[config.mk]
export PLATFORM = sky130hd
export DESIGN_NAME = csv_field_tokenizer
export DESIGN_NICKNAME = d
export VERILOG_FILES = /design/src/hw/rtl/csvt_pkg.sv /design/src/hw/rtl/csvt_front.sv /design/src/hw/rtl/csvt_queue.sv /design/src/hw/rtl/csvt_back.sv /design/src/hw/rtl/csv_field_tokenizer.sv
export VERILOG_INCLUDE_DIRS = /design/src /design/src/hw/rtl
export SDC_FILE = /design/constraint.sdc
export NUM_CORES = 1
export LEC_CHECK = 0
export BUFFER_PORTS_ARGS = -buffer_cell sky130_fd_sc_hd__buf_2
export CORE_ASPECT_RATIO = 0.7
export CORE_MARGIN = 1
export CORE_UTILIZATION = 55
export CTS_BUF_LIST = sky130_fd_sc_hd__clkbuf_2
export CTS_CLUSTER_SIZE = 8
export DETAILED_ROUTE_END_ITERATION = 16
export PLACE_DENSITY_LB_ADDON = 0.15
export SKIP_CTS_REPAIR_TIMING = 1
export SYNTH_ARGS = -nofsm -noshare
export SYNTH_HDL_FRONTEND = slang
export SYNTH_HIERARCHICAL = 1
export SYNTH_SLANG_ARGS = --single-unit
[constraint.sdc]
create_clock -name clk -period 5.4 [get_ports clk]
set_clock_uncertainty 0.2 [all_clocks]
set_input_delay 0.27 -clock clk [delete_from_list [all_inputs] [get_ports clk]]
set_output_delay 0.27 -clock clk [all_outputs]
set_load 0.01 [all_outputs]
[src/hw/rtl/csv_field_tokenizer_macros.svh]
// ----------------------------------------------------------------------------
// csv_field_tokenizer_macros
// Assertion helpers for the tokenizer top level.
// ----------------------------------------------------------------------------
`ifndef CSV_FIELD_TOKENIZER_MACROS_SVH
`define CSV_FIELD_TOKENIZER_MACROS_SVH

// Same-cycle implication, checking suspended while reset is high.
`define CSVT_ASSERT_IMP(label, clk, rst, ante, cons) \
  label: assert property (@(posedge clk) disable iff (rst) (ante) |-> (cons)) \
    else $error("csvt: same-cycle check failed");

// Next-cycle implication, checking suspended while reset is high.
`define CSVT_ASSERT_NEXT(label, clk, rst, ante, cons) \
  label: assert property (@(posedge clk) disable iff (rst) (ante) |=> (cons)) \
    else $error("csvt: next-cycle check failed");

`endif

[src/hw/rtl/csvt_pkg.sv]
// ----------------------------------------------------------------------------
// csvt_pkg
// Types and constants shared by the CSV tokenizer front end, queue and emitter.
// ----------------------------------------------------------------------------
`default_nettype none

package csvt_pkg;

  localparam int COLUMN_LIMIT_DEF = 256;
  localparam int QUEUE_DEPTH_DEF  = 4;
  localparam int SLOTS            = 3;   // most results one input can cause
  localparam int CFG_WIDTH        = 20;

  localparam logic [7:0]  DELIMITER_RST   = 8'd44;
  localparam logic [8:0]  MAX_COLUMNS_RST = 9'd256;
  localparam logic [19:0] MAX_ROWS_RST    = 20'd100000;

  localparam logic [1:0] REG_DELIMITER   = 2'd0;
  localparam logic [1:0] REG_MAX_COLUMNS = 2'd1;
  localparam logic [1:0] REG_MAX_ROWS    = 2'd2;

  localparam logic ACT_BYTE = 1'b0;
  localparam logic ACT_END  = 1'b1;

  localparam logic [7:0] QUOTE_BYTE = 8'h22;
  localparam logic [7:0] LF_BYTE    = 8'h0A;
  localparam logic [7:0] CR_BYTE    = 8'h0D;

  typedef enum logic [2:0] {
    KIND_BYTE,
    KIND_CELL_END,
    KIND_ROW_END,
    KIND_DONE,
    KIND_TRUNC,
    KIND_EMPTY,
    KIND_NO_DATA
  } kind_t;

  typedef struct packed {
    kind_t       kind;
    logic [7:0]  cell_byte;
    logic [7:0]  column;
    logic [19:0] row;
    logic        is_header;
  } result_t;

  // Results of one input transaction; slot order is emit order.
  typedef struct packed {
    logic    [SLOTS-1:0] mask;
    result_t [SLOTS-1:0] res;
  } bundle_t;

endpackage

`default_nettype wire

[src/hw/rtl/csvt_front.sv]
// ----------------------------------------------------------------------------
// csvt_front
// Parser front end: classifies each byte, updates quote/line state and
// builds the bundle of results it causes, one input transaction per cycle while the queue has room.
// ----------------------------------------------------------------------------
`default_nettype none

module csvt_front import csvt_pkg::*; #(
  parameter int COLUMN_LIMIT = COLUMN_LIMIT_DEF
) (
  input  wire logic        clk,
  input  wire logic        rst,
  input  wire logic [7:0]  delimiter,
  input  wire logic [8:0]  max_columns,
  input  wire logic [19:0] max_rows,
  input  wire logic        item_valid,
  output logic             item_stall,
  input  wire logic        action,
  input  wire logic [7:0]  text_byte,
  input  wire logic        full,
  output logic             push,
  output bundle_t          bundle
);

  typedef enum logic [1:0] {OP_NONE, OP_CONTENT, OP_CELL, OP_LINE} op_t;

  logic        in_quotes, quote_pending, cr_pending, cell_nonempty;
  logic [8:0]  cell_count;
  logic        header_seen;
  logic [19:0] data_row_count;
  logic        stopped, any_byte_seen;

  logic        in_quotes_next, quote_pending_next, cr_pending_next, cell_nonempty_next;
  logic [8:0]  cell_count_next;
  logic        header_seen_next;
  logic [19:0] data_row_count_next;
  logic        stopped_next, any_byte_seen_next;

  logic [8:0]  lim;
  logic        accept;

  assign item_stall = full;
  assign accept     = item_valid && !item_stall;

  always_comb begin
    if (max_columns == 9'd0) begin
      lim = 9'd1;
    end else if (max_columns > 9'(COLUMN_LIMIT)) begin
      lim = 9'(COLUMN_LIMIT);
    end else begin
      lim = max_columns;
    end
  end

  always_comb begin
    op_t  op;
    logic unq, set_cr, hdr, open_row, col_ok;
    in_quotes_next      = in_quotes;
    quote_pending_next  = quote_pending;
    cr_pending_next     = cr_pending;
    cell_nonempty_next  = cell_nonempty;
    cell_count_next     = cell_count;
    header_seen_next    = header_seen;
    data_row_count_next = data_row_count;
    stopped_next        = stopped;
    any_byte_seen_next  = any_byte_seen;
    bundle              = '0;
    op                  = OP_NONE;
    unq                 = 1'b0;
    set_cr              = 1'b0;
    open_row            = 1'b0;
    hdr                 = !header_seen;
    col_ok              = cell_count < lim;

    if (!stopped) begin
      if (action == ACT_BYTE) begin
        any_byte_seen_next = 1'b1;
        cr_pending_next    = 1'b0;
        // LF right after CR is swallowed
        if (!(cr_pending && text_byte == LF_BYTE)) begin
          if (quote_pending) begin
            quote_pending_next = 1'b0;
            if (text_byte == QUOTE_BYTE) begin
              op = OP_CONTENT;
            end else begin
              in_quotes_next = 1'b0;
              unq            = 1'b1;
            end
          end else if (in_quotes) begin
            if (text_byte == QUOTE_BYTE) begin
              quote_pending_next = 1'b1;
            end else begin
              op = OP_CONTENT;
            end
          end else begin
            unq = 1'b1;
          end
        end
        if (unq) begin
          if (text_byte == QUOTE_BYTE) begin
            in_quotes_next = 1'b1;
          end else if (text_byte == delimiter) begin
            op = OP_CELL;
          end else if (text_byte == LF_BYTE) begin
            op = OP_LINE;
          end else if (text_byte == CR_BYTE) begin
            op     = OP_LINE;
            set_cr = 1'b1;
          end else begin
            op = OP_CONTENT;
          end
        end
      end else begin
        stopped_next = 1'b1;
        if (!any_byte_seen) begin
          bundle.mask[0]          = 1'b1;
          bundle.res[0].kind      = KIND_EMPTY;
          bundle.res[0].row       = data_row_count;
        end else begin
          quote_pending_next = 1'b0;
          cr_pending_next    = 1'b0;
          in_quotes_next     = 1'b0;
          open_row = (cell_count != 9'd0) || cell_nonempty || (in_quotes && !quote_pending);
        end
      end
    end

    case (op)
      OP_CONTENT: begin
        cell_nonempty_next = 1'b1;
        if (col_ok) begin
          bundle.mask[0]          = 1'b1;
          bundle.res[0].kind      = KIND_BYTE;
          bundle.res[0].cell_byte = text_byte;
          bundle.res[0].column    = cell_count[7:0];
          bundle.res[0].row       = data_row_count;
          bundle.res[0].is_header = hdr;
        end
      end
      OP_CELL: begin
        cell_nonempty_next = 1'b0;
        if (col_ok) begin
          bundle.mask[0]          = 1'b1;
          bundle.res[0].kind      = KIND_CELL_END;
          bundle.res[0].column    = cell_count[7:0];
          bundle.res[0].row       = data_row_count;
          bundle.res[0].is_header = hdr;
          cell_count_next         = 9'(cell_count + 9'd1);
        end
      end
      OP_LINE: begin
        open_row = 1'b1;
      end
      default: begin
      end
    endcase

    // cell end + row end, shared by line ends and end of input
    if (open_row) begin
      bundle.mask[0]          = col_ok;
      bundle.res[0].kind      = KIND_CELL_END;
      bundle.res[0].column    = cell_count[7:0];
      bundle.res[0].row       = data_row_count;
      bundle.res[0].is_header = hdr;
      bundle.mask[1]          = 1'b1;
      bundle.res[1].kind      = KIND_ROW_END;
      bundle.res[1].row       = data_row_count;
      bundle.res[1].is_header = hdr;
      header_seen_next        = 1'b1;
      data_row_count_next     = header_seen ? 20'(data_row_count + 20'd1) : data_row_count;
      cell_count_next         = 9'd0;
      cell_nonempty_next      = 1'b0;
    end

    if (op == OP_LINE) begin
      if (data_row_count_next >= max_rows) begin
        bundle.mask[2]     = 1'b1;
        bundle.res[2].kind = KIND_TRUNC;
        bundle.res[2].row  = data_row_count_next;
        stopped_next       = 1'b1;
      end else if (set_cr) begin
        cr_pending_next = 1'b1;
      end
    end else if (!stopped && action == ACT_END && any_byte_seen) begin
      bundle.mask[2]     = 1'b1;
      bundle.res[2].kind = header_seen_next ? KIND_DONE : KIND_NO_DATA;
      bundle.res[2].row  = data_row_count_next;
    end
  end

  assign push = accept && (bundle.mask != '0);

  always_ff @(posedge clk) begin
    if (rst) begin
      in_quotes      <= 1'b0;
      quote_pending  <= 1'b0;
      cr_pending     <= 1'b0;
      cell_nonempty  <= 1'b0;
      cell_count     <= 9'd0;
      header_seen    <= 1'b0;
      data_row_count <= 20'd0;
      stopped        <= 1'b0;
      any_byte_seen  <= 1'b0;
    end else if (accept) begin
      in_quotes      <= in_quotes_next;
      quote_pending  <= quote_pending_next;
      cr_pending     <= cr_pending_next;
      cell_nonempty  <= cell_nonempty_next;
      cell_count     <= cell_count_next;
      header_seen    <= header_seen_next;
      data_row_count <= data_row_count_next;
      stopped        <= stopped_next;
      any_byte_seen  <= any_byte_seen_next;
    end
  end

endmodule

`default_nettype wire

[src/hw/rtl/csvt_queue.sv]
// ----------------------------------------------------------------------------
// csvt_queue
// Short FIFO of result bundles between the parser front end and the emitter.
// ----------------------------------------------------------------------------
`default_nettype none

module csvt_queue import csvt_pkg::*; #(
  parameter int DEPTH = QUEUE_DEPTH_DEF
) (
  input  wire logic    clk,
  input  wire logic    rst,
  input  wire logic    push,
  input  wire bundle_t wr_data,
  input  wire logic    pop,
  output logic         full,
  output logic         head_valid,
  output bundle_t      head
);

  localparam int PW = (DEPTH > 1) ? $clog2(DEPTH) : 1;
  localparam int CW = $clog2(DEPTH + 1);

  bundle_t         entries [DEPTH];
  logic [PW-1:0]   wr_ptr, rd_ptr;
  logic [CW-1:0]   count;
  logic            do_push, do_pop;

  assign full       = count == CW'(DEPTH);
  assign head_valid = count != '0;
  assign head       = entries[rd_ptr];
  assign do_push    = push && !full;
  assign do_pop     = pop && head_valid;

  function automatic logic [PW-1:0] bump(input logic [PW-1:0] p);
    return (p == PW'(DEPTH - 1)) ? '0 : PW'(p + 1'b1);
  endfunction

  always_ff @(posedge clk) begin
    if (do_push) begin
      entries[wr_ptr] <= wr_data;
    end
  end

  always_ff @(posedge clk) begin
    if (rst) begin
      wr_ptr <= '0;
      rd_ptr <= '0;
      count  <= '0;
    end else begin
      if (do_push) begin
        wr_ptr <= bump(wr_ptr);
      end
      if (do_pop) begin
        rd_ptr <= bump(rd_ptr);
      end
      if (do_push && !do_pop) begin
        count <= CW'(count + 1'b1);
      end else if (do_pop && !do_push) begin
        count <= CW'(count - 1'b1);
      end
    end
  end

endmodule

`default_nettype wire

[src/hw/rtl/csvt_back.sv]
// ----------------------------------------------------------------------------
// csvt_back
// Emitter: walks the valid slots of the head bundle into the output register,
// one result per cycle unless stalled; flags each input transaction's last.
// ----------------------------------------------------------------------------
`default_nettype none

module csvt_back import csvt_pkg::*; (
  input  wire logic    clk,
  input  wire logic    rst,
  input  wire logic    head_valid,
  input  wire bundle_t head,
  output logic         pop,
  output logic         res_valid,
  input  wire logic    res_stall,
  output result_t      res,
  output logic         last
);

  localparam int SW = $clog2(SLOTS);

  logic [SLOTS-1:0] done;
  logic [SLOTS-1:0] rem, pick, rem_after;
  logic [SW-1:0]    sel;
  logic             load, last_flag;

  assign rem = head.mask & ~done;

  always_comb begin
    sel = '0;
    for (int i = SLOTS - 1; i >= 0; i--) begin
      if (rem[i]) begin
        sel = SW'(i);
      end
    end
  end

  assign pick      = SLOTS'(1) << sel;
  assign rem_after = rem & ~pick;
  assign last_flag = rem_after == '0;
  assign load      = head_valid && (!res_valid || !res_stall);
  assign pop       = load && last_flag;

  always_ff @(posedge clk) begin
    if (load) begin
      res  <= head.res[sel];
      last <= last_flag;
    end
  end

  always_ff @(posedge clk) begin
    if (rst) begin
      res_valid <= 1'b0;
      done      <= '0;
    end else begin
      if (load) begin
        res_valid <= 1'b1;
        done      <= last_flag ? '0 : (done | pick);
      end else if (!res_stall) begin
        res_valid <= 1'b0;
      end
    end
  end

endmodule

`default_nettype wire

[src/hw/rtl/csv_field_tokenizer.sv]
// ----------------------------------------------------------------------------
// csv_field_tokenizer
// Streaming CSV tokenizer: bytes in, cell bytes / cell ends / row ends /
// final status out, each tagged with column, data row and header flag.
// ----------------------------------------------------------------------------
// The block takes one input transaction (a text byte or the end marker) per
// cycle while the result queue has room, and delivers one result transaction
// per cycle while res_stall is low. Most bytes cause zero or one result; a
// line end causes up to three (cell end, row end, truncated), as does the end
// marker; they leave in turn. A QUEUE_DEPTH-entry queue of result bundles
// between the parser front end and the emitter absorbs such bursts, so input
// keeps flowing at one byte per cycle as long as the average result rate stays
// at or below one per cycle. An input's results are registered in the queue,
// then in the output register. Configuration is written through the plain
// write port; the user must write it only while the block is idle, which the
// block does not enforce. No clearing pass follows reset. Once truncated or
// ended, inputs are still taken but give no result until reset.
// ----------------------------------------------------------------------------
`default_nettype none

module csv_field_tokenizer import csvt_pkg::*; #(
  parameter int COLUMN_LIMIT = COLUMN_LIMIT_DEF,  // 1..256
  parameter int QUEUE_DEPTH  = QUEUE_DEPTH_DEF
) (
  input  wire logic                 clk,
  input  wire logic                 rst,
  // config write port
  input  wire logic                 cfg_we,
  input  wire logic [1:0]           cfg_index,
  input  wire logic [CFG_WIDTH-1:0] cfg_data,
  // input channel
  input  wire logic                 item_valid,
  output logic                      item_stall,
  input  wire logic                 action,
  input  wire logic [7:0]           text_byte,
  // result channel
  output logic                      res_valid,
  input  wire logic                 res_stall,
  output logic [2:0]                kind,
  output logic [7:0]                cell_byte,
  output logic [7:0]                column,
  output logic [19:0]               row,
  output logic                      is_header,
  output logic                      last
);

`include "csv_field_tokenizer_macros.svh"

  logic [7:0]  delimiter;
  logic [8:0]  max_columns;
  logic [19:0] max_rows;

  logic    push, q_full, head_valid, pop;
  bundle_t push_bundle, head;
  result_t res;

  // Config registers; an index past the list is ignored.
  always_ff @(posedge clk) begin
    if (rst) begin
      delimiter   <= DELIMITER_RST;
      max_columns <= MAX_COLUMNS_RST;
      max_rows    <= MAX_ROWS_RST;
    end else if (cfg_we) begin
      case (cfg_index)
        REG_DELIMITER:   delimiter   <= cfg_data[7:0];
        REG_MAX_COLUMNS: max_columns <= cfg_data[8:0];
        REG_MAX_ROWS:    max_rows    <= cfg_data[19:0];
        default: begin
        end
      endcase
    end
  end

  // Front end: quote/CR state machine plus row and column bookkeeping.
  csvt_front #(
    .COLUMN_LIMIT(COLUMN_LIMIT)
  ) u_front (
    .clk        (clk),
    .rst        (rst),
    .delimiter  (delimiter),
    .max_columns(max_columns),
    .max_rows   (max_rows),
    .item_valid (item_valid),
    .item_stall (item_stall),
    .action     (action),
    .text_byte  (text_byte),
    .full       (q_full),
    .push       (push),
    .bundle     (push_bundle)
  );

  // Bundles that carry at least one result wait here for the emitter.
  csvt_queue #(
    .DEPTH(QUEUE_DEPTH)
  ) u_queue (
    .clk       (clk),
    .rst       (rst),
    .push      (push),
    .wr_data   (push_bundle),
    .pop       (pop),
    .full      (q_full),
    .head_valid(head_valid),
    .head      (head)
  );

  // Back end: serializes bundle slots onto the result channel.
  csvt_back u_back (
    .clk       (clk),
    .rst       (rst),
    .head_valid(head_valid),
    .head      (head),
    .pop       (pop),
    .res_valid (res_valid),
    .res_stall (res_stall),
    .res       (res),
    .last      (last)
  );

  assign kind      = res.kind;
  assign cell_byte = res.cell_byte;
  assign column    = res.column;
  assign row       = res.row;
  assign is_header = res.is_header;

  // The front never pushes into a full queue.
  `CSVT_ASSERT_IMP(a_no_overflow, clk, rst, push, !q_full)
  // Status results always close their input transaction.
  `CSVT_ASSERT_IMP(a_status_last, clk, rst,
    res_valid && (res.kind == KIND_DONE || res.kind == KIND_TRUNC ||
                  res.kind == KIND_EMPTY || res.kind == KIND_NO_DATA), last)
  // A content byte is the only result of its byte.
  `CSVT_ASSERT_IMP(a_byte_single, clk, rst, res_valid && res.kind == KIND_BYTE, last)
  // A full queue can only mean the input side is held off.
  `CSVT_ASSERT_IMP(a_full_stalls, clk, rst, q_full, item_stall && head_valid)

endmodule

`default_nettype wire

==> results.json, run 1 <==
{
  "clkSlewWorstSetupHoldPaths_ps": 110,
  "finalCritPeriodShare_pct": 92.9,
  "io_pins": 79,
  "rows": 66,
  "hpwl_um": 36100,
  "report.final.hold_viol_count": 0,
  "drive_above_1_share_pct": 24.5,
  "gp_congestion": 0.915,
  "start_util_pct": 56.2,
  "root_buffer": "clkbuf_2",
  "vias": 15700,
  "slowest_stage": "nor4_1",
  "grt_util_met2_pct": 34.8,
  "critPathMaxStageDelay_ps": 390,
  "synth_top_area_share_pct": 60.7,
  "fin_nets": 2017,
  "htreeDepth": 4,
  "worstSetupStartpointType": "flop",
  "regArea_mm2": 0.0177,
  "ys_types": 72,
  "ys_top_cells_by_count": "edfxtp_1, mux4_2, dfxtp_1",
  "slew_headroom_pct": 30.3,
  "hp-class": "in -> reg",
  "clk_path_buf_depth": 3,
  "critPathTopFamily": "simple AND/OR/NAND/NOR gates",
  "ant_nets": 0,
  "status": "finished, final reports clean",
  "multi_input_area_mm2": 0.00780,
  "cp_max_fo": 24,
  "fin_cells": 2662,
  "fmaxAchievable_mhz": 199,
  "power_density_mw_per_mm2": 401,
  "drt_iter0_drc": 1439,
  "synth-edff-count": 533,
  "portBuffers": 78,
  "cp.required_ps": 6080,
  "synth_area_mm2": 0.0264,
  "maxCapViolations": 0,
  "p_leak_nw": 10.4,
  "gr-usage-met1_pct": 37.6,
  "grt-ovfl-total": 0,
  "avgSynthCellArea_um2": 15.8,
  "fin_crit_ps": 5020,
  "wl_per_cell_um": 23.3,
  "grt_pass1_wl_um": 90600,
  "ys_warn_count": 6,
  "tightest_slew_ps": 1040,
  "synth_ff_type": "edfxtp_1",
  "placed_cells": 2291,
  "finalMaxSlewViolations": 0,
  "grt_use_total_pct": 25.0,
  "rsz0062_at_grt": "no",
  "vias_per_cell": 5.92,
  "synth_async_sr_flop_share_pct": 0,
  "clock_sinks": 619,
  "synth_top_area_cell": "edfxtp_1",
  "antenna_found_initial": 3,
  "crit_chain": "xor2_1 > nor4_1 > nand2_1 > nand3b_1 > o211ai_1 > inv_1 > ha_1 > a31oi_2 > inv_2 > nand4_1 > xnor2_1 > ha_1 > and4_1 > nand2_1 > nor4_1 > a22o_1 > o31ai_2 > buf_4 > nor2_1",
  "postSynthCellCount": 1670,
  "yosysMostFrequentCell": "edfxtp_1",
  "path_class": "reg -> reg",
  "insertion_delay_ps": 1140,
  "drc": 0,
  "crit_arrival_ps": 5690,
  "synth-seq-area-share_pct": 67.2,
  "synth_seq_cells": 619,
  "utilization_pct": 63.6,
  "die_y_um": 185,
  "synth_area_leaders": "edfxtp_1, mux4_2, dfxtp_1",
  "setup-tns-final_ps": 0,
  "cts_tree": "yes",
  "dieArea_mm2": 0.0489,
  "power_mw": 12.0,
  "cts_made_buffers": 146,
  "end_kind": "flop",
  "syn_to_final_growth_pct": 13.1,
  "setup_viol": 0,
  "die_x_um": 264,
  "grt_start_max_net_pins": 102,
  "crit_buf_inv": 3,
  "fillers": 3488,
  "core_area_mm2": 0.0469,
  "busiest_layer": "met1",
  "grt_pass1_vias": 15500,
  "ir_drop_uv": 611,
  "firstDrtPassIters": 5,
  "grt_util_met3_pct": 8.20,
  "wl_um": 62000
}
[metrics by stage]
stage	hold slack [ps]	instance area, um2	setup WS (ps)
finish	112	29800	385
global route	24.8	29800	174
CTS	-917	28700	649
detailed placement	267	27300	355
global placement	261	27300	528
floorplan	135	26500	1010
[metal layers]
metal  vias up  wire length [um]  part of all wire [%]
met5         -                 0                     0
met2       664             27400                    44
met4         0               948                   1.5
met1      7934             27900                    45
li1       7071                 -                     -
met3        78              5740                   9.2
[worst paths after layout]
path                                           end  depth (start not counted)  slack, ps                            from
hold / removal     u_front/cr_pending$_SDFFE_PP0P_                          7        110                    text_byte[0]
hold reg to reg                               flop                          2        290  u_queue/rd_ptr[0]$_SDFFE_PP0P_
setup / recovery  u_queue/entries[1][98]$_DFFE_PP_                         19        380       delimiter[0]$_SDFFE_PP0P_
setup reg to reg  u_queue/entries[1][98]$_DFFE_PP_                         19        380       delimiter[0]$_SDFFE_PP0P_
[cells in the final DEF (no fill, tap or decap), drive strengths merged, types with 5 or more instances in the layout]
cell         synthesis  layout
dfxtp               86      86
xor2                22      22
conb                 1      36
and3                22      22
ha                  40      40
a211oi               5       5
nand4               15      15
mux2i               40      40
dlygate4sd3          0     113
mux4               123     123
nand2b              49      49
xnor2               28      28
edfxtp             533     533
o21ai               56      56
nor3                17      17
nor2                82      82
nor2b               11      11
o311a               11      11
and4                 5       5
inv                 44      50
or3                  8       8
clkbuf              41     213
nand3               71      71
nor4                53      53
buf                105     120
nand2               35      35
a21oi               33      33
clkinv               2      35
a31oi               43      43
and2                41      41
[worst min-delay path, delay by kind of cell]
kind | cells | cell delay (ps)
buffers and inverters | 2 | 680
AND/OR/NAND/NOR | 4 | 380
AO/OA/AOI/OAI | 1 | 60
[state kept, by name, indices dropped and copies added, names as in the netlist, 2 cells and up, named ones only]
signal and count:
u_front/data_row_count 20, delimiter 8, u_queue/count 3, u_queue/wr_ptr 2, u_queue/entries 492, u_back/res 40, max_columns 9, max_rows 20
u_back/done 3, u_front/cell_count 9, u_queue/rd_ptr 2
[final cells by class]
cell class / count / share of cell area [%]
antenna: 1 / 0.00839
clock buffer: 213 / 3.57
clock inverter: 44 / 0.940
inverter: 46 / 0.583
multi-input combinational: 894 / 26.2
sequential: 619 / 59.5
tap: 612 / 2.57
timing repair buffer: 233 / 6.70
[power breakdown]
group          internal (mW)  switching (mW)  total, mW
clock network           1.24            1.80       3.05
logic                   1.12            1.75       2.88
registers               5.84           0.199       6.04
total                   8.20            3.75       12.0
[cells by family (layout without fill, tap and decap cells)]
family	after synthesis	in the layout	synth area share [%]
buffers and inverters	192	536	3.98
flip-flops	619	619	67.2
AND/OR/NAND/NOR	431	431	8.98
multiplexers	164	164	12.1
other	1	37	0.0142
AO/OA/AOI/OAI	171	171	4.08
XOR/XNOR	50	50	1.66
adder cells (fa/ha/maj)	42	42	2.02
Power figures use the tool's default switching activity.
==> run 2: changes to the inputs <==
==> constraint.sdc (replaced) <==
create_clock -name clk -period 5.4 [get_ports clk]
set_clock_uncertainty 0.2 [all_clocks]
set_input_delay 0.54 -clock clk [delete_from_list [all_inputs] [get_ports clk]]
set_output_delay 0.54 -clock clk [all_outputs]
set_load 0.01 [all_outputs]
==> run 2 against run 1 <==
  * Worst setup slack improved by 170 ps
  * Critical endpoint is now u_queue/entries[3][87]$_DFFE_PP_
  * Sequential cell count unchanged
  * Routed wire length down 3.3%
  * Combinational power hardly changed
  * Sequential power barely moved
  * Register-to-register slack better by 170 ps
==> results.json, run 2 (synthesis gave the netlist of run 1 again) <==
{
  "status": "finished, final reports clean",
  "worstSetupStartpointType": "flop",
  "top_register": "u_queue/entries",
  "gr-usage-met1_pct": 37.5,
  "fin_area_mm2": 0.0294,
  "drt_iter0_drc": 1333,
  "antenna_found_initial": 6,
  "largest_reg_flops": 492,
  "clock_sinks": 619,
  "die_x_um": 264,
  "slew_headroom_pct": 15.4,
  "vias_per_cell": 5.95,
  "busiest_layer": "met1",
  "hp-class": "in -> reg",
  "finalCritPeriodShare_pct": 89.8,
  "end_kind": "flop",
  "cp.required_ps": 6030,
  "reg.largest.list": "u_queue/entries x492, u_back/res x40",
  "ant_nets": 0,
  "grt_use_total_pct": 24.7,
  "fmaxAchievable_mhz": 206,
  "p_leak_nw": 10.3,
  "wl_per_cell_um": 22.8,
  "drc": 0,
  "grt_start_max_net_pins": 68,
  "grt_pass1_wl_um": 89400,
  "start_util_pct": 56.2,
  "hpwl_um": 36300,
  "rsz0062_at_grt": "no",
  "report.final.hold_viol_count": 0,
  "portBuffers": 78,
  "setup-tns-final_ps": 0,
  "utilization_pct": 62.7,
  "crit_arrival_ps": 5480,
  "vias": 15700,
  "whs_ps": 80.7,
  "grt_util_met2_pct": 35.1,
  "ir_drop_uv": 385,
  "placed_cell_area_mm2": 0.0274,
  "htreeDepth": 4,
  "clk_path_buf_depth": 3,
  "tightest_slew_ps": 1270,
  "grt-ovfl-total": 0,
  "cts_tree": "yes",
  "die_y_um": 185,
  "clkSlewWorstSetupHoldPaths_ps": 110,
  "gp_congestion": 0.868,
  "crit_chain": "xor2_1 > nor4_1 > nand2_1 > nand3b_1 > o211ai_1 > inv_1 > ha_1 > a31oi_2 > inv_2 > nand4_1 > xnor2_1 > ha_1 > and4_1 > nand2_1 > a2bb2oi_1 > o311ai_2 > buf_4 > o311a_1",
  "cp_max_fo": 23,
  "power_density_mw_per_mm2": 401,
  "power_mw": 11.8,
  "critPathMaxStageDelay_ps": 350,
  "crit_buf_inv": 3,
  "fin_nets": 1986,
  "grt_pass1_vias": 15200,
  "setup_viol": 0,
  "io_pins": 79,
  "path_class": "reg -> reg",
  "final_common_cell": "edfxtp_1",
  "root_buffer": "clkbuf_2",
  "grt_util_met3_pct": 7.59,
  "slowest_stage": "dfxtp_1",
  "wl_um": 60000,
  "core_area_mm2": 0.0469,
  "syn_to_final_growth_pct": 11.5,
  "finalMaxSlewViolations": 0,
  "cts_made_buffers": 145,
  "maxCapViolations": 0,
  "drive_above_1_share_pct": 25.5,
  "firstDrtPassIters": 5,
  "critPathTopFamily": "compound AO/OA/AOI/OAI gates",
  "fin_crit_ps": 4850,
  "mostFrequentLayoutCells": "edfxtp_1, clkbuf_2, mux4_2",
  "insertion_delay_ps": 1110,
  "dieArea_mm2": 0.0489,
  "rows": 66
}
==> run 2: cell count changes in the layout (fill, tap and decap cells not counted), sizes merged <==
| cell | delta |
|---|---|
| dlygate4sd3 | -38 |
| buf | +8 |
| clkinv | -4 |
| clkbuf | +3 |
| diode | +3 |
| bufinv | -2 |
| clkinvlp | +1 |
| inv | -1 |
==> run 2: power breakdown <==
group	internal, mW	leakage [nW]	total (mW)	switching (mW)
Sequential	5.84	5.71	6.01	0.175
Combinational	1.09	3.55	2.85	1.76
Clock	1.16	1.01	2.93	1.77
==> run 2: area by class of cell <==
cell class                      count  area (um2)
Antenna cell                        4        10.0
Clock buffer                      216        1080
Clock inverter                     38         216
Fill cell                        3500       17500
Inverter                           46         174
Multi-Input combinational cell    894        7800
Sequential cell                   619       17700
Tap cell                          612         766
Timing Repair Buffer              203        1630
==> run 2: metrics by stage <==
stage,cells,setup slack [ps]
2_1_floorplan,1705,742
3_3_place_gp,2299,255
3_5_place_dp,2299,206
4_1_cts,2553,665
5_1_grt,2632,231
6_report,2632,552
==> run 2: path summary, 6_finish.rpt <==
check / slack (ps) / endpoint / startpoint / cells after the start
worst min-delay path: 80 / max_columns[8]$_SDFFE_PP1P_ / cfg_data[8] / 4
worst max-delay path: 550 / u_queue/entries[3][87]$_DFFE_PP_ / delimiter[7]$_SDFFE_PP0P_ / 18
worst max register to register: 550 / u_queue/entries[3][87]$_DFFE_PP_ / delimiter[7]$_SDFFE_PP0P_ / 18
worst min register to register: 280 / max_rows[2]$_SDFFE_PP0P_ / max_rows[2]$_SDFFE_PP0P_ / 2
==> run 2: worst register-to-register path, stage by stage, from the launching register on <==
cell and delay [ps]:
dfxtp_1 350, xor2_1 150, nor4_1 320, nand2_1 160
nand3b_1 190, o211ai_1 140, inv_1 110, ha_1 260
a31oi_2 330, inv_2 280, nand4_1 180, xnor2_1 260
ha_1 330, and4_1 190, nand2_1 130, a2bb2oi_1 200
o311ai_2 210, buf_4 250, o311a_1 350
==> run 2: metal layers <==
layer / vias up / part of all wire, %
met5: - / 0.057
met3: 63 / 9.3
li1: 7002 / -
met1: 7889 / 46
met4: 4 / 0.87
met2: 698 / 44
==> run 3: changes to the inputs <==
--- a/config.mk
+++ b/config.mk
@@ -14,7 +14,7 @@
 export CTS_CLUSTER_SIZE = 8
 export DETAILED_ROUTE_END_ITERATION = 16
 export PLACE_DENSITY_LB_ADDON = 0.15
-export SKIP_CTS_REPAIR_TIMING = 1
+export REMOVE_ABC_BUFFERS = 1
 export SYNTH_ARGS = -nofsm -noshare
 export SYNTH_HDL_FRONTEND = slang
 export SYNTH_HIERARCHICAL = 1
==> run 3 against run 2 <==
  * Power increased by 1.3%
  * Sequential share of layout area is 0.37 points lower
  * Cell count up 0.46%
  * Routed wire length increased by 2.4%
  * Combinational power is 2% higher
  * Clock-buffer cell count is 10 higher
  * Global-route usage is 1.2 points higher
  * Non-clock buffer count up 10
  * Largest cell class unchanged
  * Final area is 0.61% higher
==> results.json, run 3 (synthesis gave the netlist of run 1 again) <==
{
  "fin_crit_ps": 5120,
  "grt_pass1_wl_um": 94400,
  "hp-class": "in -> reg",
  "firstDrtPassIters": 5,
  "wl_um": 61400,
  "reg.largest.list": "u_queue/entries x492, u_back/res x40",
  "portBuffers": 78,
  "crit_arrival_ps": 5990,
  "rsz0062_at_grt": "no",
  "post-cts-setup-buffer-count": 0,
  "wl_per_cell_um": 23.2,
  "cpMostUsedCell": "ha_1",
  "reg2reg_slack_ps": 280,
  "setup_viol": 0,
  "clkSlewWorstSetupHoldPaths_ps": 100,
  "crit_buf_inv": 3,
  "ir_drop_uv": 556,
  "cp_max_fo": 7,
  "grt_pass1_vias": 16200,
  "fin_nets": 1997,
  "status": "finished, final reports clean",
  "p_leak_nw": 10.3,
  "die_x_um": 264,
  "whs_ps": 144,
  "dieArea_mm2": 0.0489,
  "min_to": "max_rows[7]$_SDFFE_PP1P_",
  "final_common_cell": "edfxtp_1",
  "finalCritPeriodShare_pct": 94.8,
  "hold_start": "cfg_data[7]",
  "rows": 66,
  "vias": 15700,
  "syn_to_final_growth_pct": 12.2,
  "power_density_mw_per_mm2": 404,
  "die_y_um": 185,
  "fin_area_mm2": 0.0296,
  "largest_reg_flops": 492,
  "hold_depth": 4,
  "cts_tree": "yes",
  "placed_cell_area_mm2": 0.0274,
  "cp.required_ps": 6280,
  "start_util_pct": 56.2,
  "end_kind": "flop",
  "vias_per_cell": 5.95,
  "cts_made_buffers": 146,
  "root_buffer": "clkbuf_2",
  "core_area_mm2": 0.0469,
  "report.final.hold_viol_count": 0,
  "gp_congestion": 0.915,
  "critPathMaxStageDelay_ps": 600,
  "insertion_delay_ps": 1140,
  "top_register": "u_queue/entries",
  "ant_nets": 0,
  "grt_start_max_net_pins": 119,
  "slew_headroom_pct": 26.6,
  "clk_path_buf_depth": 3,
  "tightest_slew_ps": 1100,
  "clock_sinks": 619,
  "worstSetupStartpointType": "flop",
  "grt_use_total_pct": 25.9,
  "drive_above_1_share_pct": 25.7,
  "fmaxAchievable_mhz": 195,
  "slowest_stage": "dfxtp_1",
  "antenna_found_initial": 1,
  "maxCapViolations": 0,
  "crit_chain": "ha_1 > nand3_1 > nor2_1 > nand3_2 > or4b_4 > xor2_1 > inv_1 > ha_1 > and4_1 > nand2_1 > nor4_2 > a22o_1 > buf_4 > o21ai_0 > a211oi_1 > dlygate4sd3_1",
  "drt_iter0_drc": 1510,
  "finalMaxSlewViolations": 0,
  "crit-reg2reg-launch": "u_front/data_row_count[0]$_SDFFE_PP0P_",
  "mostFrequentLayoutCells": "edfxtp_1, clkbuf_2, mux4_2",
  "hpwl_um": 35500,
  "reg2regPathDepth": 16,
  "reg2reg_to": "u_front/stopped$_SDFFE_PP0P_",
  "critPathTopFamily": "simple AND/OR/NAND/NOR gates",
  "path_class": "reg -> reg",
  "io_pins": 79,
  "htreeDepth": 4,
  "grt-ovfl-total": 0,
  "drc": 0
}
[run 3: layout make-up]
cell class / count / area [um2]
Inverter: 46 / 174
Timing Repair Buffer: 213 / 1740
Antenna cell: 1 / 2.50
Sequential cell: 619 / 17700
Tap cell: 612 / 766
Clock buffer: 226 / 1130
Multi-Input combinational cell: 894 / 7830
Clock inverter: 33 / 211
Fill cell: 3562 / 17300
[run 3: metal layers]
layer	wire length (um)	vias to the layer above	track usage [%]
li1	-	7041	-
met1	28200	7972	38.2
met2	27700	632	38.5
met3	4600	74	6.27
met4	886	0	7.49
met5	0	-	0
[run 3: worst max-delay path by stage]
stage / from / to / slack (ps) / depth (start not counted)
finish: u_front/data_row_count[0]$_SDFFE_PP0P_ / u_front/stopped$_SDFFE_PP0P_ / 280 / 16
global route: u_front/stopped$_SDFFE_PP0P_ / u_front/stopped$_SDFFE_PP0P_ / 30 / 17
CTS: delimiter[7]$_SDFFE_PP0P_ / u_front/stopped$_SDFFE_PP0P_ / 220 / 21
detailed placement: text_byte[1] / u_queue/entries[1][95]$_DFFE_PP_ / 70 / 18
global placement: text_byte[0] / u_queue/entries[2][92]$_DFFE_PP_ / 210 / 18
floorplan: flop / u_back/res[0]$_DFFE_PP_ / -3830 / 4
[run 3: report_power, final]
part / leakage [nW] / total (mW) / switching [mW] / internal (mW)
clock network: 1.04 / 3.03 / 1.79 / 1.24
registers: 5.71 / 6.01 / 0.178 / 5.84
logic: 3.60 / 2.90 / 1.81 / 1.09
total: 10.3 / 11.9 / 3.78 / 8.17
[run 3: what timing repair did]
action | 4_1_cts | 5_1_grt
hold buffers | 85 | 0
setup endpoints to repair | 0 | 1
gates resized for setup | 0 | 4
hold endpoints to repair | 162 | 0
[run 3: worst reg2reg max path, cell delays in order (launching register included)]
cell           delay (ps)
dfxtp_1               600
ha_1                  320
nand3_1               130
nor2_1                380
nand3_2               210
or4b_4                550
xor2_1                210
inv_1                  70
ha_1                  290
and4_1                200
nand2_1               150
nor4_2                350
a22o_1                260
buf_4                 180
o21ai_0               120
a211oi_1              270
dlygate4sd3_1         600
[run 3: stage by stage]
stage / total power, mW / setup slack [ps] / TNS (ps) / utilization (%) / instances
after floorplan: 7.95 / -3830 / -497410 / - / 1559
after global placement: 8.95 / 208 / 0 / 58.3 / 2299
after detailed placement: 8.98 / 65.4 / 0 / 58.3 / 2299
after CTS: 12.1 / 224 / 0 / 63.0 / 2643
after global routing: 12.6 / 28.1 / 0 / 63.1 / 2644
final: 11.9 / 282 / 0 / 63.1 / 2644
